File: config.mk
export PLATFORM = sky130hd
export DESIGN_NAME = mtf_cell
export DESIGN_NICKNAME = d
export VERILOG_FILES = /design/src/design/mtf_pkg.sv /design/src/design/mtf_cell.sv
export SDC_FILE = /design/constraint.sdc
export NUM_CORES = 1
export LEC_CHECK = 0
export BUFFER_PORTS_ARGS = -buffer_cell sky130_fd_sc_hd__buf_2
export CELL_PAD_IN_SITES_DETAIL_PLACEMENT = 0
export CELL_PAD_IN_SITES_GLOBAL_PLACEMENT = 1
export CORE_MARGIN = 8
export CORE_UTILIZATION = 29
export DETAILED_ROUTE_END_ITERATION = 16
export PLACE_DENSITY_LB_ADDON = 0.1
export RECOVER_POWER = 25
export REMOVE_ABC_BUFFERS = 1
export SYNTH_ARGS = -nofsm -noshare
export SYNTH_HDL_FRONTEND = slang
export SYNTH_SLANG_ARGS = --single-unit
export TNS_END_PERCENT = 30
File: constraint.sdc
create_clock -name i_clk -period 2.3 [get_ports i_clk]
set_input_delay 0.23 -clock i_clk [delete_from_list [all_inputs] [get_ports i_clk]]
set_output_delay 0.23 -clock i_clk [all_outputs]
set_load 0.05 [all_outputs]
File: src/design/mtf_pkg.sv
// Shared types and constants for the move-to-front coder.
// No dependencies; every design file imports this package.
package mtf_pkg;

    localparam int ALPHABET = 256;
    localparam int IDX_W    = (ALPHABET > 1) ? $clog2(ALPHABET) : 1;
    localparam int SYM_W    = 8;
    localparam int GROUP    = 16;
    localparam int NGROUP   = (ALPHABET + GROUP - 1) / GROUP;

    localparam logic [SYM_W-1:0] SYM_LAST = SYM_W'(ALPHABET - 1);

    localparam logic DIR_ENCODE = 1'b0;
    localparam logic DIR_DECODE = 1'b1;

    typedef enum logic [2:0] {
        ST_IDLE,
        ST_MATCH,
        ST_GATHER,
        ST_RESOLVE,
        ST_UPDATE
    } t_state;

    // Control broadcast from the sequencer to every cell of the list.
    typedef struct packed {
        logic             load_identity;
        logic             match;
        logic             update;
        logic             decode;
        logic [SYM_W-1:0] key;
        logic [IDX_W-1:0] pos;
        logic [SYM_W-1:0] sym;
    } t_cell_ctrl;

endpackage

File: src/design/mtf_cell.sv
// One entry of the recency list: holds a symbol, flags a hit, and shifts.
// Depends on mtf_pkg.
module mtf_cell
    import mtf_pkg::*;
(
    input  logic             i_clk,
    input  logic             i_rst_n,
    input  logic [IDX_W-1:0] i_index,
    input  t_cell_ctrl       i_ctrl,
    input  logic [SYM_W-1:0] i_prev_entry,
    output logic [SYM_W-1:0] o_entry,
    output logic             o_hit
);

    logic [SYM_W-1:0] r_entry;
    logic             r_hit;

    always_ff @(posedge i_clk) begin
        if (!i_rst_n) begin
            r_entry <= SYM_W'(i_index);
            r_hit   <= 1'b0;
        end else begin
            if (i_ctrl.load_identity) begin
                r_entry <= SYM_W'(i_index);
            end else if (i_ctrl.update && (i_index <= i_ctrl.pos)) begin
                // The front cell takes the moved symbol; the others take
                // the entry of their left neighbor.
                r_entry <= (i_index == '0) ? i_ctrl.sym : i_prev_entry;
            end
            if (i_ctrl.match) begin
                r_hit <= i_ctrl.decode ? (i_index == i_ctrl.key[IDX_W-1:0])
                                       : (r_entry == i_ctrl.key);
            end
        end
    end

    assign o_entry = r_entry;
    assign o_hit   = r_hit;

endmodule

==> results.toml, run 1 <==
[clock_tree]
clock_path_buffers = 2
post_cts_buffers = 0
holdBufCountCts = 0
cts_tree = "done"
cts_made_buffers = 3
post_cts_resized = 0
cts_htree_levels = 1
insertion_delay_ns = 0.26
cts.clk_slew.worst_paths_ns = 0.06
cts-root-buf = "clkbuf_4"
cts_sinks = 9

[worst_setup_path]
crit_arrival_ns = 1.40
critPathSlowestCell = "ha_1"
cp_max_fo = 8
critical_path_class = "in2reg"
path_buf_inv = 2
worst_setup_path_end_kind = "register"
slowest_delay_ns = 0.31
crit_chain = "buf_2, ha_1, a21o_1, a21oi_1, o21ai_0, o21ai_0, buf_4"
path_common_cell = "o21ai_0"
critPathRequiredTime_ns = 2.27
start_kind = "input port"
path_delay_family = "compound AO/OA/AOI/OAI gates"

[synthesis]
synth-seq-cells = 9
synth_flop_cell = "edfxtp_1"
syn_area_per_cell_um2 = 9.45
synth_area_leaders = "edfxtp_1, mux2i_1, ha_1, xor2_1, o21ai_1"
synth.largest_area_cell = "edfxtp_1"
synth-edff-count = 8
yosysUniqueCellTypes = 22
ys_top_cells_by_count = "mux2i_1, inv_1"
ys_warn_count = 0
ys_seq_area_share_pct = 30.3
async_flop_share_pct = 0
synth_most_common_cell = "mux2i_1"
yosys.area.top_type_share_pct = 27.9
synthesis.area_um2 = 860
synthCells = 91

[timing]
setup_viol = 0
max-slew-margin-rel_pct = 59.5
hold_violations = 0
setup_tns_ns = 0
finalCritPeriodShare_pct = 62.1
grt_setup_unrepaired = "no"
hold_ws_ns = 0.242
min_period_ns = 1.43
skew_ns = 0.00414
fmax_ghz = 0.701
finalMaxSlewViolations = 0
tightest_slew_ns = 0.610

[place]
dp_hpwl_um = 2190
io_buffers = 54
place.gp.congestion = 0.734

[finish]
syn_to_final_growth_pct = 38.1
utilization_pct = 42.7
fin_nets = 204
n_antenna_cell = 0
final_layout_size_suffix_gt1_share_pct = 37.6

[global_route]
grtUsageTotal_pct = 10.6
grt_pass1_vias = 949
grt_max_degree = 11
grt_antenna_before_repair = 0
grt_overflow = 0
grt_first_pass_wirelength_um = 4280

[die]
die-height_um = 70.4
die_x_um = 70.4
row_count = 19
die_area_mm2 = 0.00496
start_util_pct = 30.9
core_region_area_mm2 = 0.00278
io_pins = 55

[pwr]
cellPowerDensity_mw_per_mm2 = 463
leakage_nw = 0.655
irDropWorstVdd_mv = 0.244

[run_status]
status = "completed"

[detailed_routing]
vias = 877
drt-wirelength-per-cell_um = 14.1
routed_wl_um = 2540
drc = 0
viasPerCell = 4.87
dr.pass1.iters = 4
drt_iter0_markers = 14
drtAntennaViolNets = 0

[hold_path]
hold_path.class = "in2reg"

[run]
cap_violations = 0
## per-stage QoR
stage               cell area (um2)  total power, W  instances  worst slack [ns]
floorplan                       845        0.000350         89             0.402
global placement               1170        0.000435        176             0.608
detailed placement             1170        0.000439        176             0.587
CTS                            1190        0.000563        180             0.863
global route                   1190        0.000584        180             0.784
finish                         1190        0.000550        180             0.873
## area by class of cell
class / instances / area (um2)
clock buffer: 4 / 26.3
fill: 309 / 1590
inverter: 9 / 33.8
multi-input combinational: 71 / 551
sequential: 9 / 260
tap: 31 / 38.8
timing repair buffer: 56 / 278
## worst reg2reg max path: stages (launching register included)
cell and delay, ns:
edfxtp_1 0.40, mux2i_1 0.20, xor2_1 0.16, nand4_1 0.11, o21ai_0 0.15
## cells in the final DEF, fill, tap and decap left out
cell type,instances
buf_2,48
mux2i_1,17
inv_1,9
nand2_1,8
o21ai_1,8
ha_1,8
edfxtp_1,8
xor2_1,7
clkbuf_1,7
a21oi_1,4
nand4_1,4
o21ai_0,3
clkbuf_4,3
nor4_2,2
nor2b_1,2
nand3b_1,2
buf_4,2
nand2b_1,1
nand2_2,1
o211ai_1,1
a21o_1,1
nor2_1,1
nand3_1,1
dfxtp_1,1
## metal layers
layer  part of all wire [%]  routed length (um)  GRT usage [%]  vias to the layer above
li1                       -                   -              -                      445
met1                     42                1060           11.9                      390
met2                     46                1170           16.1                       37
met3                    9.6                 244           4.80                        5
met4                    2.4                  61           6.03                        0
met5                      0                   0              0                        -
## logic make-up (layout without fill, tap and decap cells)
logic type               Yosys count  after routing  synth area share (%)
XOR/XNOR                           7              7                  7.13
buffers and inverters             11             69                  5.68
AND/OR/NAND/NOR                   22             22                  15.0
flip-flops                         9              9                  30.3
adder cells (fa/ha/maj)            8              8                  11.6
multiplexers                      17             17                  19.8
AO/OA/AOI/OAI                     17             17                  10.5
## power breakdown
group | internal, W | switching [W] | leakage, nW
combinational | 0.0000796 | 0.000140 | 0.549
clock | 0.0000668 | 0.0000543 | 0.0150
sequential | 0.000200 | 0.00000918 | 0.0915
total | 0.000346 | 0.000203 | 0.655
## registers in the layout, indices dropped and copies added (netlist names)
name and cells:
o_hit 1, o_entry 8
## final timing paths
| kind | startpoint | to | slack, ns | depth (start not counted) |
|---|---|---|---|---|
| worst max-delay path | i_index[5] | o_entry[3] | 0.87 | 7 |
| worst min-delay path | i_rst_n | o_hit | 0.24 | 3 |
| worst max register to register | o_entry[4] | o_hit | 1.22 | 4 |
| worst min register to register | o_hit | o_hit | 0.50 | 2 |
Power figures use the tool's default switching activity.
==> inputs of run 2 (changes only) <==
--- a/config.mk
+++ b/config.mk
@@ -9,7 +9,7 @@
 export CELL_PAD_IN_SITES_DETAIL_PLACEMENT = 0
 export CELL_PAD_IN_SITES_GLOBAL_PLACEMENT = 1
 export CORE_MARGIN = 8
-export CORE_UTILIZATION = 29
+export CORE_UTILIZATION = 26
 export DETAILED_ROUTE_END_ITERATION = 16
 export PLACE_DENSITY_LB_ADDON = 0.1
 export RECOVER_POWER = 25
==> constraint.sdc (replaced) <==
create_clock -name i_clk -period 1.2 [get_ports i_clk]
set_input_delay 0.12 -clock i_clk [delete_from_list [all_inputs] [get_ports i_clk]]
set_output_delay 0.12 -clock i_clk [all_outputs]
set_load 0.05 [all_outputs]
==> run 2 against run 1 <==
Net effect: critical path depth grew 1; largest cell class unchanged; wire length grew 9.2%; worst hold slack lost 0.097 ns.
==> results.toml, run 2 (synthesis gave the netlist of run 1 again) <==
[hold_path]
hold_path.class = "in2reg"
hold_path_depth = 3

[worst_setup_path]
start_kind = "input port"
critical_path_class = "in2reg"
critPathCapture = "o_entry[3]"
r2r_end = "o_hit"
rr_startpoint = "o_entry[3]"
critPathLaunch = "i_ctrl[9]"
cp_max_fo = 8
ff2ff_path_depth = 4
crit_arrival_ns = 1.15
reg2reg_slack_ns = 0.12
worst_setup_path_end_kind = "register"
critPathRequiredTime_ns = 1.18

[detailed_routing]
viasPerCell = 4.24
drt-wirelength-per-cell_um = 13.4
drtAntennaViolNets = 0
routed_wl_um = 2770
dr.pass1.iters = 4
drc = 0
vias = 878
drt_iter0_markers = 33

[pwr]
seqPwrFrac_pct = 35.5
cellPowerDensity_mw_per_mm2 = 831
p_clk_share_pct = 21.5
internal_power_w = 0.000707
irDropWorstVdd_mv = 0.287
leakage_nw = 0.747
p_sw_share_pct = 37.7
pwr-share-comb_pct = 43.0
p_switching_w = 0.000428

[timing]
grt_setup_unrepaired = "yes"
setup_viol = 0
hold_ws_ns = 0.145
fmax_ghz = 0.855
tightest_slew_ns = 0.331
finalMaxSlewViolations = 0
max-slew-margin-rel_pct = 77.8
skew_ns = 0.00175
min_period_ns = 1.17
finalCritPeriodShare_pct = 97.5
hold_violations = 0
setup_tns_ns = 0
layout_setup_ws_ns = 0.0302

[finish]
n_antenna_cell = 0
syn_to_final_growth_pct = 59.0
fill_cells = 355
layout_commonest_cell = "buf_2"
mostFrequentLayoutCells = "buf_2, mux2i_1, buf_4, o21ai_1"
final_layout_size_suffix_gt1_share_pct = 50.9
largest_reg_flops = 8
instances_no_fill = 207
fin_nets = 216

[die]
die-height_um = 73.5
io_pins = 55
die_x_um = 73.5
row_count = 21
die_area_mm2 = 0.00540
core_region_area_mm2 = 0.00326
start_util_pct = 26.4

[run_status]
status = "completed"

[global_route]
grt_antenna_before_repair = 0
grtUsageTotal_pct = 10.5
grt_max_degree = 9
grt_first_pass_wirelength_um = 4340
grt_pass1_vias = 948
grt_overflow = 0

[clock_tree]
insertion_delay_ns = 0.26
cts_tree = "done"
cts_sinks = 9
cts_made_buffers = 3
cts_htree_levels = 1
cts-root-buf = "clkbuf_4"
clock_path_buffers = 2
holdBufCountCts = 0
cts.clk_slew.worst_paths_ns = 0.07

[place]
placement.setup.worst_slack_ns = -0.367
dp_hpwl_um = 2360
io_buffers = 54
dp.cells = 202
place.gp.congestion = 0.749

[run]
cap_violations = 0
[run 2: power groups by stage]
stage | logic, W | registers (W) | clock network (W)
floorplan | 0.000139 | 0.000532 | 0
global placement | 0.000459 | 0.000410 | 0
detailed placement | 0.000461 | 0.000410 | 0
CTS | 0.000475 | 0.000403 | 0.000253
global route | 0.000534 | 0.000408 | 0.000262
finish | 0.000488 | 0.000403 | 0.000244
[run 2: layout make-up]
| cell class | count | area [um2] | area share (%) |
|---|---|---|---|
| repair buffers | 68 | 384 | 28.1 |
| clock inverters | 1 | 5.00 | 0.366 |
| clock buffers | 3 | 22.5 | 1.65 |
| well taps | 46 | 57.6 | 4.21 |
| multi-input cells | 71 | 601 | 44.0 |
| inverters | 9 | 36.3 | 2.66 |
| flip-flops and latches | 9 | 260 | 19.0 |
[run 2: worst max-delay path, cell delays in order]
cell	delay (ns)
buf_6	0.10
inv_4	0.04
ha_4	0.19
nor2b_1	0.12
o211ai_1	0.17
a21oi_1	0.09
o21ai_1	0.13
buf_4	0.18
[run 2: per-layer routing]
layer	vias to the layer above	global-route usage, %	wire length [um]
li1	472	-	-
met1	368	12.3	1220
met2	36	16.7	1250
met3	2	4.23	268
met4	0	3.99	28
met5	-	0	0
[run 2: timing repair]
action	in CTS	in global routing
endpoints found under the setup margin	8	13
pin swaps	2	8
resized for setup	5	10
endpoints found under the hold margin	0	0
buffers inserted	0	1
[run 2: how the worst min path moves through the flow]
| stage | slack [ns] | from | endpoint |
|---|---|---|---|
| floorplan | 0.26 | i_rst_n | o_hit |
| global placement | 0.40 | i_rst_n | o_hit |
| detailed placement | 0.41 | i_rst_n | o_hit |
| CTS | 0.13 | i_rst_n | o_hit |
| global route | 0.17 | i_ctrl[26] | o_hit |
| finish | 0.15 | i_rst_n | o_hit |
[run 2: metrics by stage]
| stage | instance area (um2) | total power (W) | utilization [%] |
|---|---|---|---|
| after floorplan | 845 | 0.000671 | - |
| after global placement | 1270 | 0.000868 | 39.0 |
| after detailed placement | 1270 | 0.000871 | 39.0 |
| after CTS | 1330 | 0.00113 | 40.9 |
| after global routing | 1370 | 0.00120 | 41.9 |
| final | 1370 | 0.00114 | 41.9 |
